$ cat src/dots_pkg.sv
// Shared widths, operation codes and stream layouts for the deadline-ordered timer set.
`timescale 1ns / 1ps

package dots_pkg;

  // input item fields
  localparam int OP_W    = 2;
  localparam int ID_W    = 4;
  localparam int DELAY_W = 32;
  localparam int NOW_W   = 48;

  // reported time fields
  localparam int OUT_TIME_W = 48;
  localparam logic [OUT_TIME_W-1:0] OUT_TIME_MAX = '1;

  // a tick fires at most this many timers
  localparam int MAX_FIRE   = 16;
  localparam int FIRE_CNT_W = $clog2(MAX_FIRE + 1);
  localparam int FIRE_IDX_W = $clog2(MAX_FIRE);

  // stream layouts
  localparam int S_TDATA_RAW = ID_W + DELAY_W + NOW_W;
  localparam int S_TDATA_W   = ((S_TDATA_RAW + 7) / 8) * 8;
  localparam int M_TDATA_RAW = ID_W + OUT_TIME_W + 1 + 1 + OUT_TIME_W;
  localparam int M_TDATA_W   = ((M_TDATA_RAW + 7) / 8) * 8;

  typedef enum logic [OP_W-1:0] {
    OP_ARM    = 2'd0,
    OP_CANCEL = 2'd1,
    OP_TICK   = 2'd2,
    OP_QUERY  = 2'd3
  } op_t;

endpackage

$ cat src/deadline_ordered_timer_set.sv
// Deadline-ordered timer set: slot storage, scan sequencer and result stream.
`timescale 1ns / 1ps

// A fixed set of NUM_TIMERS timer slots, each an absolute deadline of TIME_BITS
// bits and an armed flag. Each input transaction carries the current time and
// one operation: arm (deadline = now + delay, saturated), cancel, tick (fire
// every due timer, earliest deadline first, lower slot first on ties, at most
// 16 per tick) or query. A tick returns one output transaction per fired
// timer, otherwise one output transaction is returned; m_tlast marks the
// final one. Every output transaction of an item carries the same time to the
// earliest armed deadline and the status of the addressed slot, taken after
// the whole item. Deadlines sit in a memory with one write port and one read port
// that is swept by one comparator, one slot per cycle; each fired timer starts
// a fresh sweep. After the last sweep the addressed slot's status is taken and
// the results follow, held while m_tready is low. s_tready is low from the time
// an item is taken until its last result is accepted. Armed flags reset to zero;
// deadline storage needs no clearing pass.
module deadline_ordered_timer_set #(
  parameter int NUM_TIMERS = 16,
  parameter int TIME_BITS  = 48
) (
  input  logic                                clk,
  input  logic                                rst,
  // input stream
  input  logic                                s_tvalid,
  output logic                                s_tready,
  input  logic [dots_pkg::S_TDATA_W-1:0]      s_tdata,  // timer_id[3:0], delay[35:4], now[83:36]
  input  logic [dots_pkg::OP_W-1:0]           s_tuser,  // operation[1:0]
  // result stream
  output logic                                m_tvalid,
  input  logic                                m_tready,
  output logic [dots_pkg::M_TDATA_W-1:0]      m_tdata,  // fired_id[3:0], next_remaining[51:4],
                                                        // timer_armed[52], timer_expired[53],
                                                        // timer_remaining[101:54]
  output logic                                m_tuser,  // fired_valid[0]
  output logic                                m_tlast   // last
);

  localparam int IDX_W = (NUM_TIMERS > 1) ? $clog2(NUM_TIMERS) : 1;
  localparam int SUM_W = ((TIME_BITS > dots_pkg::DELAY_W) ? TIME_BITS : dots_pkg::DELAY_W) + 1;
  localparam int EXT_W = (TIME_BITS > dots_pkg::OUT_TIME_W) ? TIME_BITS : dots_pkg::OUT_TIME_W;
  localparam int OFS_DELAY = dots_pkg::ID_W;
  localparam int OFS_NOW   = dots_pkg::ID_W + dots_pkg::DELAY_W;

  typedef enum logic [6:0] {
    ST_IDLE   = 7'b0000001,
    ST_APPLY  = 7'b0000010,
    ST_SCAN   = 7'b0000100,
    ST_FLUSH  = 7'b0001000,
    ST_DECIDE = 7'b0010000,
    ST_STATUS = 7'b0100000,
    ST_EMIT   = 7'b1000000
  } state_t;

  state_t state;

  // latched item
  dots_pkg::op_t                 op_q;
  logic [dots_pkg::ID_W-1:0]     id_q;
  logic [dots_pkg::DELAY_W-1:0]  delay_q;
  logic [TIME_BITS-1:0]          now_q;

  // slot storage
  logic [NUM_TIMERS-1:0]         armed;
  logic [TIME_BITS-1:0]          deadline_mem [NUM_TIMERS];

  // scan pipeline: read stage then compare stage
  logic [IDX_W-1:0]              scan_addr;
  logic [TIME_BITS-1:0]          rd_data;
  logic [IDX_W-1:0]              rd_slot;
  logic                          rd_live;
  logic                          rd_armed;
  logic                          best_found;
  logic [TIME_BITS-1:0]          best_dl;
  logic [IDX_W-1:0]              best_slot;
  logic [TIME_BITS-1:0]          id_dl;

  // fired timers and results
  logic [dots_pkg::FIRE_CNT_W-1:0] fire_cnt;
  logic [dots_pkg::ID_W-1:0]       fire_list [dots_pkg::MAX_FIRE];
  logic [dots_pkg::FIRE_IDX_W-1:0] emit_idx;
  logic [dots_pkg::OUT_TIME_W-1:0] next_rem;
  logic                            t_armed;
  logic                            t_exp;
  logic [dots_pkg::OUT_TIME_W-1:0] t_rem;

  // combinational helpers
  logic                          id_ok;
  logic [IDX_W-1:0]              id_idx;
  logic [SUM_W-1:0]              sum_full;
  logic [TIME_BITS-1:0]          arm_dl;
  logic [TIME_BITS-1:0]          cmp_dl;
  logic                          cmp_due;
  logic [EXT_W-1:0]              diff_ext;
  logic [dots_pkg::OUT_TIME_W-1:0] diff_sat;
  logic                          fire_now;
  logic                          addr_armed;
  logic                          emit_last;

  assign id_ok  = (32'(id_q) < NUM_TIMERS);
  assign id_idx = IDX_W'(id_q);

  // arm: now + delay, saturated at the deadline range
  assign sum_full = SUM_W'(now_q) + SUM_W'(delay_q);
  assign arm_dl   = (|sum_full[SUM_W-1:TIME_BITS]) ? '1 : sum_full[TIME_BITS-1:0];

  // one subtractor serves the earliest deadline and the addressed slot
  assign cmp_dl   = (state == ST_STATUS) ? id_dl : best_dl;
  assign cmp_due  = (cmp_dl <= now_q);
  assign diff_ext = EXT_W'(cmp_dl - now_q);
  assign diff_sat = (diff_ext > EXT_W'(dots_pkg::OUT_TIME_MAX)) ? dots_pkg::OUT_TIME_MAX
                                                               : diff_ext[dots_pkg::OUT_TIME_W-1:0];

  assign fire_now = (op_q == dots_pkg::OP_TICK) && best_found && cmp_due &&
                    (fire_cnt != dots_pkg::FIRE_CNT_W'(dots_pkg::MAX_FIRE));
  assign addr_armed = id_ok && armed[id_idx];

  assign emit_last = (fire_cnt == '0) ||
                     (dots_pkg::FIRE_CNT_W'(emit_idx) + 1'b1 == fire_cnt);

  // deadline memory: one write port, one registered read port
  always_ff @(posedge clk) begin
    if (state == ST_APPLY && op_q == dots_pkg::OP_ARM && id_ok) begin
      deadline_mem[id_idx] <= arm_dl;
    end
    rd_data <= deadline_mem[scan_addr];
  end

  // item capture and compare-stage payload
  always_ff @(posedge clk) begin
    if (state == ST_IDLE && s_tvalid) begin
      op_q    <= dots_pkg::op_t'(s_tuser);
      id_q    <= s_tdata[dots_pkg::ID_W-1:0];
      delay_q <= s_tdata[OFS_DELAY +: dots_pkg::DELAY_W];
      now_q   <= TIME_BITS'(s_tdata[OFS_NOW +: dots_pkg::NOW_W]);
    end
    rd_slot  <= scan_addr;
    rd_armed <= armed[scan_addr];
    if (rd_live) begin
      if (rd_armed && (!best_found || rd_data < best_dl)) begin
        best_dl   <= rd_data;
        best_slot <= rd_slot;
      end
      if (rd_slot == id_idx) begin
        id_dl <= rd_data;
      end
    end
    if (state == ST_DECIDE && fire_now) begin
      fire_list[fire_cnt[dots_pkg::FIRE_IDX_W-1:0]] <= dots_pkg::ID_W'(best_slot);
    end
    if (state == ST_DECIDE) begin
      next_rem <= (best_found && !cmp_due) ? diff_sat : '0;
    end
    if (state == ST_STATUS) begin
      t_armed <= addr_armed;
      t_exp   <= addr_armed && cmp_due;
      t_rem   <= (addr_armed && !cmp_due) ? diff_sat : '0;
    end
  end

  // sequencer
  always_ff @(posedge clk) begin
    if (rst) begin
      state      <= ST_IDLE;
      armed      <= '0;
      scan_addr  <= '0;
      rd_live    <= 1'b0;
      best_found <= 1'b0;
      fire_cnt   <= '0;
      emit_idx   <= '0;
    end else begin
      rd_live <= (state == ST_SCAN);
      if (rd_live && rd_armed) begin
        best_found <= 1'b1;
      end
      case (state)
        ST_IDLE: begin
          if (s_tvalid) begin
            state <= ST_APPLY;
          end
        end
        ST_APPLY: begin
          if (op_q == dots_pkg::OP_ARM && id_ok) begin
            armed[id_idx] <= 1'b1;
          end else if (op_q == dots_pkg::OP_CANCEL && id_ok) begin
            armed[id_idx] <= 1'b0;
          end
          fire_cnt   <= '0;
          scan_addr  <= '0;
          best_found <= 1'b0;
          state      <= ST_SCAN;
        end
        ST_SCAN: begin
          if (scan_addr == IDX_W'(NUM_TIMERS - 1)) begin
            state <= ST_FLUSH;
          end else begin
            scan_addr <= scan_addr + 1'b1;
          end
        end
        ST_FLUSH: begin
          state <= ST_DECIDE;
        end
        ST_DECIDE: begin
          if (fire_now) begin
            // fire the earliest due timer and rescan
            armed[best_slot] <= 1'b0;
            fire_cnt   <= fire_cnt + 1'b1;
            scan_addr  <= '0;
            best_found <= 1'b0;
            state      <= ST_SCAN;
          end else begin
            state <= ST_STATUS;
          end
        end
        ST_STATUS: begin
          emit_idx <= '0;
          state    <= ST_EMIT;
        end
        ST_EMIT: begin
          if (m_tready) begin
            if (emit_last) begin
              state <= ST_IDLE;
            end else begin
              emit_idx <= emit_idx + 1'b1;
            end
          end
        end
        default: begin
          state <= ST_IDLE;
        end
      endcase
    end
  end

  assign s_tready = (state == ST_IDLE);
  assign m_tvalid = (state == ST_EMIT);
  assign m_tuser  = (fire_cnt != '0);
  assign m_tlast  = emit_last;
  assign m_tdata  = {
    (dots_pkg::M_TDATA_W - dots_pkg::M_TDATA_RAW)'(0),
    t_rem,
    t_exp,
    t_armed,
    next_rem,
    (fire_cnt != '0) ? fire_list[emit_idx] : dots_pkg::ID_W'(0)
  };

endmodule

$ cat config.mk
export PLATFORM = sky130hd
export DESIGN_NAME = deadline_ordered_timer_set
export DESIGN_NICKNAME = d
export VERILOG_FILES = /design/src/dots_pkg.sv /design/src/deadline_ordered_timer_set.sv
export SDC_FILE = /design/constraint.sdc
export NUM_CORES = 2
export LEC_CHECK = 0
export ABC_AREA = 1
export BUFFER_PORTS_ARGS = -buffer_cell sky130_fd_sc_hd__buf_2
export CAP_MARGIN = 20
export CORE_UTILIZATION = 38
export CTS_BUF_LIST = sky130_fd_sc_hd__clkbuf_4
export CTS_CLUSTER_SIZE = 16
export DETAILED_ROUTE_END_ITERATION = 10
export SLEW_MARGIN = 20
export SYNTH_ARGS = -nofsm -noshare
export SYNTH_HDL_FRONTEND = slang
export SYNTH_SLANG_ARGS = --single-unit
$ cat constraint.sdc
create_clock -name clk -period 25.2 [get_ports clk]
set_input_delay 3.78 -clock clk [delete_from_list [all_inputs] [get_ports clk]]
set_output_delay 3.78 -clock clk [all_outputs]
set_load 0.03 [all_outputs]
==> out/qor.yml <==
floorplanning:
  rows: 137
  start_util: 0.382
  num_io_pins: 202
  die_w_um: 376
  die_h_um: 376
  core_um2: 139000
  die_area_um2: 142000
job:
  cap_violations: 0
grt:
  gr-usage-all-layers: 0.214
  grt_pass1_wl_mm: 227
  grt-ovfl-total: 0
  grt_pass1_vias: 36900
  antenna_found_initial: 10
  grt_max_degree: 149
yosys:
  ys_seq_elements: 1211
  synth_top_family_by_area: "simple AND/OR/NAND/NOR gates"
  synth-simple-area-share: 0.136
  synth_top_area_share: 0.629
  async_reset_ff_frac: 0
  yosys_warnings: 0
  synth.distinct_cells: 60
  synthMuxAreaShare: 0.00132
  yosysSeqAreaShare: 0.665
  syn_inst: 4775
  synthTopCellsByArea: "edfxtp_1 (63%), o21ai_0 (5.1%), nor2_1 (5.1%)"
  synth_edf_count: 1116
  synth_compound_area_frac: 0.112
  synth.avg_cell_area_um2: 11.2
  synth_fa_ha_area_frac: 0.0320
  synth-xor-area-share: 0.0102
  ys.flop_type: "edfxtp_1"
  synth_top_area_cell: "edfxtp_1"
  syn-cell-area_um2: 53300
hold_path:
  min_to: "rd_slot[3]$_DFF_P_"
  hp-class: "reg -> reg"
  worstHoldStart: "scan_addr[3]$_SDFFE_PP0P_"
  worstHoldPathCells: 0
timing:
  max_slew.worst_pin.slew_ns: 1.13
  setup-violations-final: 0
  tns_ns: 0
  fin_skew_ns: 0.0821
  fmax_ghz: 0.140
  slew_violations: 0
  finalWorstSetupSlack_ns: 18.03
  hold_violations: 0
  rsz0062_at_grt: "false"
  min_period_ns: 7.17
  slew_headroom: 0.245
  period_share: 0.284
clock_network:
  cts.sinks: 1211
  cts_tree: "built"
  cts_setup_buffers: 0
  cts_max_path_buffers: 4
  clockRootBuffer: "clkbuf_4"
  htreeDepth: 5
  numCtsBuffers: 316
  worstSkewPairLatency_ns: 1.22
  hold_buffers: 0
  cts_resized: 0
  path_clk_slew_ns: 0.07
setup_path:
  r2r_end: "fire_list[9][1]$_DFFE_PP_"
  r2r_slack_ns: 19.67
  r2r_start: "state[3]$_SDFFE_PP0P_"
  end_kind: "output port"
  path_class: "reg -> out"
  critPathLaunchType: "flop"
  required_ns: 21.42
  ff2ff_path_depth: 17
  crit_arrival_ns: 3.39
  cp_max_fo: 32
place:
  io_buffers: 195
  routabilityCongestion: 0.955
  dp_slack_ns: 18.70
  dpl.hpwl_mm: 94.6
route:
  vias: 38200
  detail_route.first_pass.iterations: 7
  vias_per_cell: 5.29
  antenna_left: 0
  remaining_drc_errors: 0
  drt_iter0_markers: 3281
  wl_per_cell_um: 21.2
  routed_wl_mm: 153
layout:
  layout_commonest_cell: "edfxtp_1"
  layout_common_cells: "edfxtp_1 (1116), nor2_1 (699), nand2_1 (621)"
  drive_above_1_share: 0.162
  area_growth_pct: 13.1
  nets: 5350
  final_core_util: 0.432
power_and_ir_drop:
  cellLeakagePower_nw: 22.0
  ir_drop_mv: 0.0570
  powerDensity_nw_per_um2: 87.1
status:
  status: "finished clean"
## stage by stage
stage | std cells | power [mW] | cell area (µm²) | hold WS, ns
2_1_floorplan | 4776 | 3.19 | 53300 | 0.329
3_3_place_gp | 6678 | 3.57 | 56200 | 0.411
3_5_place_dp | 6679 | 3.58 | 56200 | 0.408
4_1_cts | 7223 | 5.28 | 60200 | 0.417
5_1_grt | 7226 | 5.50 | 60200 | 0.440
6_report | 7232 | 5.25 | 60300 | 0.420
## state kept, by name, indices dropped and copies added (netlist names), named ones only
register	count
id_dl	48
best_dl	48
t_armed	1
now_q	48
op_q	2
t_rem	48
rd_slot	4
next_rem	48
delay_q	32
t_exp	1
id_idx	4
fire_cnt	5
deadline_mem	768
rd_live	1
scan_addr	4
state	7
rd_data	48
fire_list	64
best_found	1
emit_idx	4
best_slot	4
rd_armed	1
## synthesized netlist by cell type, types with 32 or more instances
master,n
nand3_1,235
o221ai_1,85
edfxtp_1,1116
nor2_1,717
ha_1,133
dfxtp_1,95
o211ai_1,34
inv_1,333
a21oi_1,179
o21ai_0,539
xnor2_1,32
nand4_1,47
nand2_1,621
o22ai_1,123
clkbuf_1,169
## worst max-delay path, stage by stage (launching register included)
cell	delay [ns]
dfxtp_1	0.98
o21ai_0	0.20
o221ai_1	0.31
o211ai_1	0.19
a21oi_1	0.26
buf_2	0.25
## cell families (layout without fill, tap and decap cells)
logic type               count (synthesis)  count (layout)
adder cells (fa/ha/maj)                135             135
XOR/XNOR                                62              62
AND/OR/NAND/NOR                       1736            1736
AO/OA/AOI/OAI                         1043            1043
flip-flops                            1211            1211
other                                    1              11
buffers and inverters                  580            1151
multiplexers                             7               7
## routing by layer
layer / part of all wire / global-route usage / vias up
li1: - / - / 17900
met1: 0.43 / 0.286 / 18500
met2: 0.47 / 0.345 / 1540
met3: 0.074 / 0.0431 / 254
met4: 0.027 / 0.0769 / 0
met5: 0 / 0 / -
## report_power, final
part / total, mW / switching (mW) / internal, mW
clock: 1.69 / 0.773 / 0.921
sequential: 2.59 / 0.0538 / 2.53
combinational: 0.969 / 0.751 / 0.219
total: 5.25 / 1.58 / 3.67
## worst max-delay path by stage
stage,start,end,slack [ns],depth (start not counted)
2_1_floorplan,id_idx[1]$_DFFE_PP_,id_dl[0]$_DFFE_PP_,16.10,5
3_3_place_gp,m_tready,delay_q[6]$_DFFE_PP_,18.72,8
3_5_place_dp,m_tready,delay_q[8]$_DFFE_PP_,18.70,8
4_1_cts,flop,m_tdata[1],17.89,5
5_1_grt,flop,m_tdata[0],17.71,5
6_report,flop,m_tdata[1],18.03,5
## layout make-up
| cell class | instances | area [µm²] |
|---|---|---|
| Fill cell | 13200 | 79100 |
| Sequential cell | 1211 | 35400 |
| Multi-Input combinational cell | 2985 | 15700 |
| Clock buffer | 470 | 3530 |
| Tap cell | 1876 | 2350 |
| Inverter | 367 | 1390 |
| Timing Repair Buffer | 240 | 1340 |
| Clock inverter | 74 | 474 |
| Antenna cell | 9 | 22.5 |
No activity file was read; power rests on OpenSTA's default activity.
